<file path="config.mk">
export PLATFORM = sky130hd
export DESIGN_NAME = quicksort_lomuto_top
export DESIGN_NICKNAME = d
export VERILOG_FILES = /design/src/hw/rtl/qsl_pkg.sv /design/src/hw/rtl/quicksort_lomuto_top.sv /design/src/hw/rtl/qsl_ctrl.sv /design/src/hw/rtl/qsl_dp.sv
export SDC_FILE = /design/constraint.sdc
export NUM_CORES = 2
export LEC_CHECK = 0
export BUFFER_PORTS_ARGS = -buffer_cell sky130_fd_sc_hd__buf_2
export CORE_ASPECT_RATIO = 0.75
export CORE_MARGIN = 1.5
export CORE_UTILIZATION = 45
export DETAILED_ROUTE_END_ITERATION = 16
export SYNTH_ARGS = -nofsm -noshare
export SYNTH_HDL_FRONTEND = slang
export SYNTH_SLANG_ARGS = --single-unit
</file>
<file path="constraint.sdc">
create_clock -name i_clk -period 7.65 [get_ports i_clk]
set_input_delay 0.765 -clock i_clk [delete_from_list [all_inputs] [get_ports i_clk]]
set_output_delay 0.765 -clock i_clk [all_outputs]
set_load 0.03 [all_outputs]
</file>
<file path="src/hw/rtl/qsl_pkg.sv">
`timescale 1ns / 1ps

package qsl_pkg;

    localparam int QSL_DEPTH   = 64;
    localparam int QSL_DATA_W  = 32;
    // A range entry holds a low and a high index of six bits each.
    localparam int QSL_FIELD_W = 6;
    localparam int QSL_ENTRY_W = 2 * QSL_FIELD_W;

    typedef enum logic [3:0] {
        S_LOAD,
        S_SEED,
        S_NEXT,
        S_POP,
        S_POPW,
        S_PIVR,
        S_PIVW,
        S_RD,
        S_CMP,
        S_SWB,
        S_PUSHL,
        S_PUSHR,
        S_ORD,
        S_OWR
    } t_qsl_state;

    // Commands from the controller to the datapath.
    typedef struct packed {
        logic load;        // store an accepted beat
        logic seed;        // push the whole set as the first range
        logic pop;         // read the top range, drop the stack pointer
        logic take_range;  // latch low and high from the stack read data
        logic sel_hi;      // element port A reads the high index (pivot)
        logic take_pivot;  // latch the pivot, start i and j at low
        logic step;        // compare element j with the pivot, first write of a swap
        logic swap_hi;     // second write of a swap
        logic push_left;
        logic push_right;
        logic sel_k;       // element port A reads the output index
        logic emit;        // load the output register
        logic finish;      // clear the set state for the next set
    } t_qsl_cmd;

    // Status from the datapath to the controller.
    typedef struct packed {
        logic sp_nz;       // ranges remain on the stack
        logic range_ok;    // popped range has two or more elements
        logic less;        // element j is below the pivot
        logic j_at_hi;     // scan reached the pivot position
        logic k_last;      // output index is the final element
        logic out_free;    // output register is empty by the end of this cycle
    } t_qsl_sts;

endpackage

</file>
<file path="src/hw/rtl/quicksort_lomuto_top.sv">
`timescale 1ns / 1ps

// Channel   Direction  Ports                    tdata / tuser
// --------  ---------  -----------------------  ------------------------------------
// slave     in         i_s_tvalid/o_s_tready    tdata: value; tlast: last_in
// master    out        o_m_tvalid/i_m_tready    tdata: sorted_value; tlast: last_out;
//                                               tuser: overflow
//
// Loading takes one beat per cycle. After the last beat the sort runs with no beat
// accepted; a compare reads element j, then checks it, and a swap needs two writes,
// set by the single write port of the element store. Output reads the store, then
// loads the output register for each beat. Reset is synchronous and active low and
// needs no clearing pass. A stalled master side holds the current beat in the
// output register; the next set may start loading while the final beat still waits.

module quicksort_lomuto_top #(
    parameter int DEPTH = qsl_pkg::QSL_DEPTH
) (
    input  logic                                 i_clk,
    input  logic                                 i_rst_n,
    input  logic                                 i_s_tvalid,
    output logic                                 o_s_tready,
    // [31:0] value
    input  logic signed [qsl_pkg::QSL_DATA_W-1:0] i_s_tdata,
    input  logic                                 i_s_tlast,
    output logic                                 o_m_tvalid,
    input  logic                                 i_m_tready,
    // [31:0] sorted_value
    output logic signed [qsl_pkg::QSL_DATA_W-1:0] o_m_tdata,
    output logic                                 o_m_tlast,
    // [0] overflow
    output logic [0:0]                           o_m_tuser
);
    import qsl_pkg::*;

    t_qsl_cmd cmd;
    t_qsl_sts sts;
    logic     overflow;

    // The controller sequences loading, partitioning, stack handling and output.
    qsl_ctrl u_ctrl (
        .i_clk      (i_clk),
        .i_rst_n    (i_rst_n),
        .i_s_tvalid (i_s_tvalid),
        .i_s_tlast  (i_s_tlast),
        .o_s_tready (o_s_tready),
        .i_sts      (sts),
        .o_cmd      (cmd)
    );

    // The datapath holds the element store, the range stack and the output register.
    qsl_dp #(
        .DEPTH (DEPTH)
    ) u_dp (
        .i_clk          (i_clk),
        .i_rst_n        (i_rst_n),
        .i_value        (i_s_tdata),
        .i_m_tready     (i_m_tready),
        .o_m_tvalid     (o_m_tvalid),
        .o_sorted_value (o_m_tdata),
        .o_last_out     (o_m_tlast),
        .o_overflow     (overflow),
        .i_cmd          (cmd),
        .o_sts          (sts)
    );

    assign o_m_tuser = overflow;

endmodule

</file>
<file path="src/hw/rtl/qsl_ctrl.sv">
`timescale 1ns / 1ps

module qsl_ctrl (
    input  logic              i_clk,
    input  logic              i_rst_n,
    input  logic              i_s_tvalid,
    input  logic              i_s_tlast,
    output logic              o_s_tready,
    input  qsl_pkg::t_qsl_sts i_sts,
    output qsl_pkg::t_qsl_cmd o_cmd
);
    import qsl_pkg::*;

    t_qsl_state r_state;
    t_qsl_state n_state;

    always_ff @(posedge i_clk) begin
        if (!i_rst_n) begin
            r_state <= S_LOAD;
        end else begin
            r_state <= n_state;
        end
    end

    always_comb begin
        n_state    = r_state;
        o_cmd      = '0;
        o_s_tready = 1'b0;
        unique case (r_state)
            S_LOAD: begin
                o_s_tready = 1'b1;
                o_cmd.load = i_s_tvalid;
                if (i_s_tvalid && i_s_tlast) begin
                    n_state = S_SEED;
                end
            end
            S_SEED: begin
                o_cmd.seed = 1'b1;
                n_state    = S_NEXT;
            end
            S_NEXT: begin
                n_state = i_sts.sp_nz ? S_POP : S_ORD;
            end
            S_POP: begin
                o_cmd.pop = 1'b1;
                n_state   = S_POPW;
            end
            S_POPW: begin
                o_cmd.take_range = 1'b1;
                n_state          = i_sts.range_ok ? S_PIVR : S_NEXT;
            end
            S_PIVR: begin
                o_cmd.sel_hi = 1'b1;
                n_state      = S_PIVW;
            end
            S_PIVW: begin
                o_cmd.take_pivot = 1'b1;
                n_state          = S_RD;
            end
            S_RD: begin
                n_state = S_CMP;
            end
            S_CMP: begin
                o_cmd.step = 1'b1;
                n_state    = (i_sts.j_at_hi || i_sts.less) ? S_SWB : S_RD;
            end
            S_SWB: begin
                o_cmd.swap_hi = 1'b1;
                n_state       = i_sts.j_at_hi ? S_PUSHL : S_RD;
            end
            S_PUSHL: begin
                o_cmd.push_left = 1'b1;
                n_state         = S_PUSHR;
            end
            S_PUSHR: begin
                o_cmd.push_right = 1'b1;
                n_state          = S_NEXT;
            end
            S_ORD: begin
                o_cmd.sel_k = 1'b1;
                if (i_sts.out_free) begin
                    n_state = S_OWR;
                end
            end
            S_OWR: begin
                o_cmd.emit = 1'b1;
                if (i_sts.k_last) begin
                    o_cmd.finish = 1'b1;
                    n_state      = S_LOAD;
                end else begin
                    n_state = S_ORD;
                end
            end
            default: begin
                n_state = S_LOAD;
            end
        endcase
    end

endmodule

</file>
<file path="src/hw/rtl/qsl_dp.sv">
`timescale 1ns / 1ps

module qsl_dp #(
    parameter int DEPTH = qsl_pkg::QSL_DEPTH
) (
    input  logic                                 i_clk,
    input  logic                                 i_rst_n,
    input  logic signed [qsl_pkg::QSL_DATA_W-1:0] i_value,
    input  logic                                 i_m_tready,
    output logic                                 o_m_tvalid,
    output logic signed [qsl_pkg::QSL_DATA_W-1:0] o_sorted_value,
    output logic                                 o_last_out,
    output logic                                 o_overflow,
    input  qsl_pkg::t_qsl_cmd                    i_cmd,
    output qsl_pkg::t_qsl_sts                    o_sts
);
    import qsl_pkg::*;

    localparam int AW = (DEPTH > 1) ? $clog2(DEPTH) : 1;
    localparam int CW = $clog2(DEPTH + 1);

    // Element store and range stack, both with registered reads.
    logic [QSL_DATA_W-1:0]  r_mem [DEPTH];
    logic [QSL_ENTRY_W-1:0] r_stk [DEPTH];

    logic [QSL_DATA_W-1:0]  r_rd_a;
    logic [QSL_DATA_W-1:0]  r_rd_b;
    logic [QSL_ENTRY_W-1:0] r_stk_rd;

    logic [CW-1:0]          r_count;
    logic [CW-1:0]          r_sp;
    logic                   r_ovf;
    logic [AW-1:0]          r_lo;
    logic [AW-1:0]          r_hi;
    logic [AW-1:0]          r_i;
    logic [AW-1:0]          r_j;
    logic [AW-1:0]          r_k;
    logic [QSL_DATA_W-1:0]  r_pivot;
    logic                   r_ovalid;
    logic [QSL_DATA_W-1:0]  r_odata;
    logic                   r_olast;
    logic                   r_oovf;

    logic [AW-1:0]          addr_a;
    logic                   mem_we;
    logic [AW-1:0]          mem_waddr;
    logic [QSL_DATA_W-1:0]  mem_wdata;
    logic                   stk_we;
    logic [QSL_ENTRY_W-1:0] stk_wdata;
    logic [AW-1:0]          stk_raddr;
    logic [QSL_FIELD_W-1:0] pop_lo;
    logic [QSL_FIELD_W-1:0] pop_hi;
    logic                   has_room;
    logic                   stk_room;
    logic                   push_l_ok;
    logic                   push_r_ok;
    logic                   less;
    logic                   j_at_hi;
    logic                   k_last;

    assign has_room  = (r_count < CW'(DEPTH));
    assign stk_room  = (r_sp < CW'(DEPTH));
    assign less      = ($signed(r_rd_a) < $signed(r_pivot));
    assign j_at_hi   = (r_j == r_hi);
    assign k_last    = ((CW'(r_k) + CW'(1)) == r_count);
    assign pop_lo    = r_stk_rd[QSL_ENTRY_W-1:QSL_FIELD_W];
    assign pop_hi    = r_stk_rd[QSL_FIELD_W-1:0];
    // Compare one bit wider than the index so the sums cannot wrap.
    assign push_l_ok = ({1'b0, r_i} > ({1'b0, r_lo} + (AW + 1)'(1)));
    assign push_r_ok = (({1'b0, r_i} + (AW + 1)'(1)) < {1'b0, r_hi});
    assign stk_raddr = AW'(r_sp - CW'(1));

    always_comb begin
        if (i_cmd.sel_hi) begin
            addr_a = r_hi;
        end else if (i_cmd.sel_k) begin
            addr_a = r_k;
        end else begin
            addr_a = r_j;
        end
    end

    // One write port: a swap takes two writes in consecutive cycles.
    always_comb begin
        mem_we    = 1'b0;
        mem_waddr = r_j;
        mem_wdata = r_rd_b;
        priority if (i_cmd.load) begin
            mem_we    = has_room;
            mem_waddr = AW'(r_count);
            mem_wdata = i_value;
        end else if (i_cmd.step) begin
            mem_we    = j_at_hi || less;
            mem_waddr = r_i;
            mem_wdata = r_rd_a;
        end else if (i_cmd.swap_hi) begin
            mem_we = 1'b1;
        end
    end

    always_comb begin
        stk_we    = 1'b0;
        stk_wdata = {QSL_FIELD_W'(r_i + AW'(1)), QSL_FIELD_W'(r_hi)};
        priority if (i_cmd.seed) begin
            stk_we    = (r_count >= CW'(2));
            stk_wdata = {QSL_FIELD_W'(0), QSL_FIELD_W'(r_count - CW'(1))};
        end else if (i_cmd.push_left) begin
            stk_we    = push_l_ok && stk_room;
            stk_wdata = {QSL_FIELD_W'(r_lo), QSL_FIELD_W'(r_i - AW'(1))};
        end else if (i_cmd.push_right) begin
            stk_we = push_r_ok && stk_room;
        end
    end

    always_ff @(posedge i_clk) begin
        if (mem_we) begin
            r_mem[mem_waddr] <= mem_wdata;
        end
        r_rd_a <= r_mem[addr_a];
        r_rd_b <= r_mem[r_i];
    end

    always_ff @(posedge i_clk) begin
        if (stk_we) begin
            r_stk[i_cmd.seed ? AW'(0) : AW'(r_sp)] <= stk_wdata;
        end
        r_stk_rd <= r_stk[stk_raddr];
    end

    always_ff @(posedge i_clk) begin
        if (!i_rst_n) begin
            r_count  <= '0;
            r_sp     <= '0;
            r_ovf    <= 1'b0;
            r_k      <= '0;
            r_ovalid <= 1'b0;
        end else begin
            if (i_cmd.load) begin
                if (has_room) begin
                    r_count <= r_count + CW'(1);
                end else begin
                    r_ovf <= 1'b1;
                end
            end
            if (i_cmd.seed) begin
                r_sp <= (r_count >= CW'(2)) ? CW'(1) : CW'(0);
            end else if (i_cmd.pop) begin
                r_sp <= r_sp - CW'(1);
            end else if (stk_we) begin
                r_sp <= r_sp + CW'(1);
            end
            if (i_cmd.emit) begin
                r_ovalid <= 1'b1;
                if (!k_last) begin
                    r_k <= r_k + AW'(1);
                end
            end else if (i_m_tready) begin
                r_ovalid <= 1'b0;
            end
            if (i_cmd.finish) begin
                r_count <= '0;
                r_sp    <= '0;
                r_ovf   <= 1'b0;
                r_k     <= '0;
            end
        end
    end

    always_ff @(posedge i_clk) begin
        if (i_cmd.take_range) begin
            r_lo <= AW'(pop_lo);
            r_hi <= AW'(pop_hi);
        end
        if (i_cmd.take_pivot) begin
            r_pivot <= r_rd_a;
            r_i     <= r_lo;
            r_j     <= r_lo;
        end
        if (i_cmd.step) begin
            if (less && !j_at_hi) begin
                r_i <= r_i + AW'(1);
            end
            if (!(less || j_at_hi)) begin
                r_j <= r_j + AW'(1);
            end
        end
        if (i_cmd.swap_hi && !j_at_hi) begin
            r_j <= r_j + AW'(1);
        end
        if (i_cmd.emit) begin
            r_odata <= r_rd_a;
            r_olast <= k_last;
            r_oovf  <= r_ovf;
        end
    end

    assign o_sts.sp_nz    = (r_sp != '0);
    assign o_sts.range_ok = (pop_lo < pop_hi) &&
                            ({1'b0, pop_hi} < (QSL_FIELD_W + 1)'(DEPTH));
    assign o_sts.less     = less;
    assign o_sts.j_at_hi  = j_at_hi;
    assign o_sts.k_last   = k_last;
    assign o_sts.out_free = !r_ovalid || i_m_tready;

    assign o_m_tvalid     = r_ovalid;
    assign o_sorted_value = r_odata;
    assign o_last_out     = r_olast;
    assign o_overflow     = r_oovf;

endmodule

</file>
==> out/metrics.cfg <==
[critical_path]
critPathCaptureType = register
slowest_stage = or4_1
start_kind = register
critical_path_class = reg2reg
cp.arrival_ns = 6.21
cp_max_fo = 110
cp_cell_sequence = buf_4, nor4b_1, o21a_2, nor3_2, buf_12, buf_4, buf_12, mux2i_1, mux2i_1, a32oi_1, a21oi_1, or4_1
crit_required_ns = 8.29
critPathLaunch = u_ctrl.r_state[0]$_SDFFE_PN0P_
max_stage_delay_ns = 0.82
timing.rr.start = u_ctrl.r_state[0]$_SDFFE_PN0P_

[worst_hold_path]
hold_path.class = in2reg
min_from = i_rst_n

[clock_tree]
post_cts_resized = 0
holdBufCountCts = 0
clk_pin_slew_ns = 0.07
clk_latency_ns = 0.91
cts_tree = yes
cts_made_buffers = 304
postCtsSetupRepairBufs = 0
clock-root-buffer = clkbuf_16
h-tree-depth = 5
clockBufferDepth = 4
clock_sinks = 3008

[final_layout]
fin_cells = 12489
final_core_util_pct = 50.44
finalNetCount = 8373
num-fill-cells = 24201
drive_gt1_share_pct = 21.59
syn_to_final_growth_pct = 11.65

[synth]
ys_top_cells_by_count = 2894 x edfxtp_1, 1235 x nand2_1, 912 x mux4_2
synth.most_common_cell = edfxtp_1
syn-num-nets = 8329
seq_area_frac_synth_pct = 65.95
netlist-cell-type-count = 81
yosysWarnings = 0
ys_ff_latch = 3008
ys_async_sr_fraction_pct = 0
yosysTopAreaCell = edfxtp_1
synthTopCellsByArea = edfxtp_1 64%, mux4_2 15%, mux2i_1 5.7%, nand2_1 3.4%, nand3_1 1.9%
ys.flop_type = edfxtp_1
netlist.area_leader.share_pct = 64.26
synth_area_um2 = 135200
synth_edf_count = 2894
synthCells = 8236
synth.avg_cell_area_um2 = 16.42

[timing]
tightest_slew_ns = 1.398
tns_ns = 0
rsz0062_at_grt = no
hold_viol = 0
period_needed_ns = 5.575
holdWs_ns = 0.1890
fin_skew_ns = 0.06556
max_clock_freq_ghz = 0.1794
period_share_pct = 72.87
report.final.slew_viol_count = 0
relSlewSlack_pct = 6.819
finalSetupViolCount = 0

[routing]
wirelength_um = 449200
drc = 0
drt_iter0_markers = 12757
post_drt_via_cell_ratio = 6.716
detail_route.wl_per_cell_um = 35.97
postRouteAntennaNets = 0
vias = 83871
drt_pass1_iterations = 7

[die]
start_util_pct = 45.18
die_height_um = 477.8
ioPinCount = 73
core_area_um2 = 299400
die_x_um = 636.0
dieArea_um2 = 303900
fp-row-count = 174

[power]
peakVddDrop_v = 0.0003750
p_leak_nw = 47.87
power_mw = 61.11
power.density_nw_per_um2 = 404.7

[global_route]
grt_pass1_wl_um = 626100
antenna_found_initial = 24
grt_overflow = 0
grt_max_degree = 141
grt_use_total_pct = 29.03
first_global_vias = 80878

[place]
dp.cells = 11934
dp_hpwl_um = 258400
place_congestion = 0.8924
port-buffer-count = 72

[run_status]
status = complete, no violations

[run]
maxCapViolations = 0

## logic make-up (layout without fill, tap and decap cells)
| family | after synthesis | count (layout) | share of synthesized area (%) |
|---|---|---|---|
| buf+inv | 669 | 950 | 2.132 |
| simple gates | 2161 | 2161 | 6.856 |
| mux | 1692 | 1692 | 20.96 |
| fa+ha+maj | 56 | 56 | 0.5181 |
| compound gates | 606 | 606 | 3.298 |
| flops | 3008 | 3008 | 65.95 |
| other cells | 0 | 12 | 0 |
| xor+xnor | 44 | 44 | 0.2850 |
## metrics by stage
stage | area (um^2) | setup slack [ns]
CTS | 151000 | 2.182
global route | 151000 | 1.839
floorplan | 135200 | 2.198
finish | 151000 | 2.075
detailed placement | 141600 | 2.185
global placement | 141600 | 2.210
## registers in the layout, indices dropped and copies added, names as in the netlist
| signal | cells |
|---|---|
| u_dp.r_ovf | 1 |
| u_dp.r_rd_a | 32 |
| u_dp.o_sorted_value | 32 |
| u_dp.o_overflow | 1 |
| u_dp.r_lo | 6 |
| u_dp.r_stk | 768 |
| u_dp.r_stk_rd | 12 |
| u_dp.r_mem | 2048 |
| u_dp.r_pivot | 32 |
| u_dp.r_i | 6 |
| u_dp.r_count | 7 |
| u_dp.r_hi | 6 |
| u_dp.r_sp | 7 |
| u_dp.r_rd_b | 32 |
| u_dp.r_j | 6 |
| u_ctrl.r_state | 4 |
| u_dp.r_k | 6 |
| u_dp.o_last_out | 1 |
| u_dp.o_m_tvalid | 1 |
## path summary, 6_finish.rpt
| path | to | slack (ns) | cells after the start |
|---|---|---|---|
| setup / recovery | u_dp.r_rd_a[21]$_DFF_P_ | 2.08 | 12 |
| hold / removal | u_ctrl.r_state[1]$_SDFFE_PN0P_ | 0.19 | 3 |
| setup reg to reg | u_dp.r_rd_a[21]$_DFF_P_ | 2.08 | 12 |
| hold reg to reg | u_dp.r_hi[4]$_DFFE_PP_ | 0.44 | 0 |
## cell usage in the layout, fill, tap and decap left out, drive strengths merged, types with 31 or more instances in the layout
| master | instances |
|---|---|
| nand4 | 32 |
| inv | 71 |
| a32oi | 237 |
| clkbuf | 390 |
| edfxtp | 2894 |
| or4 | 31 |
| a21oi | 147 |
| mux2i | 776 |
| buf | 344 |
| dfxtp | 114 |
| nand3 | 505 |
| mux4 | 912 |
| a31oi | 61 |
| nor2 | 241 |
| ha | 56 |
| nand2 | 1235 |
| clkinv | 120 |
## area by class of cell
type / instances / area [um^2] / share of cell area [%]
diodes: 12 / 30.03 / 0.01989
clock buffers: 390 / 8193 / 5.426
clock inverters: 153 / 1190 / 0.7880
inverters: 63 / 236.5 / 0.1566
multi-input cells: 4559 / 44470 / 29.45
flip-flops and latches: 3008 / 89210 / 59.08
well taps: 3960 / 4955 / 3.281
repair buffers: 344 / 2715 / 1.798
## worst max-delay path: cells and delay by family (launching register included)
family / cells / cell delay (ns)
and+or+nand+nor: 3 / 1.65
muxes: 2 / 0.37
buffers and inverters: 4 / 1.54
AOI/OAI and AO/OA: 3 / 0.76
DFF: 1 / 0.77
## where the power goes
| group | switching (mW) | internal, mW |
|---|---|---|
| Clock | 6.38 | 8.09 |
| Combinational | 15.3 | 8.14 |
| Sequential | 0.924 | 22.3 |
| Total | 22.6 | 38.5 |
## per-layer routing
metal / global-route usage (%) / routed length (um) / vias to the layer above
met2: 41.42 / 192800 / 5893
met4: 12.83 / 23230 / 14
met5: 0.07849 / 92 / -
met1: 41.65 / 177600 / 43835
li1: - / - / 33117
met3: 8.045 / 55500 / 1012
Note: power is estimated with default switching activity, not from simulation.
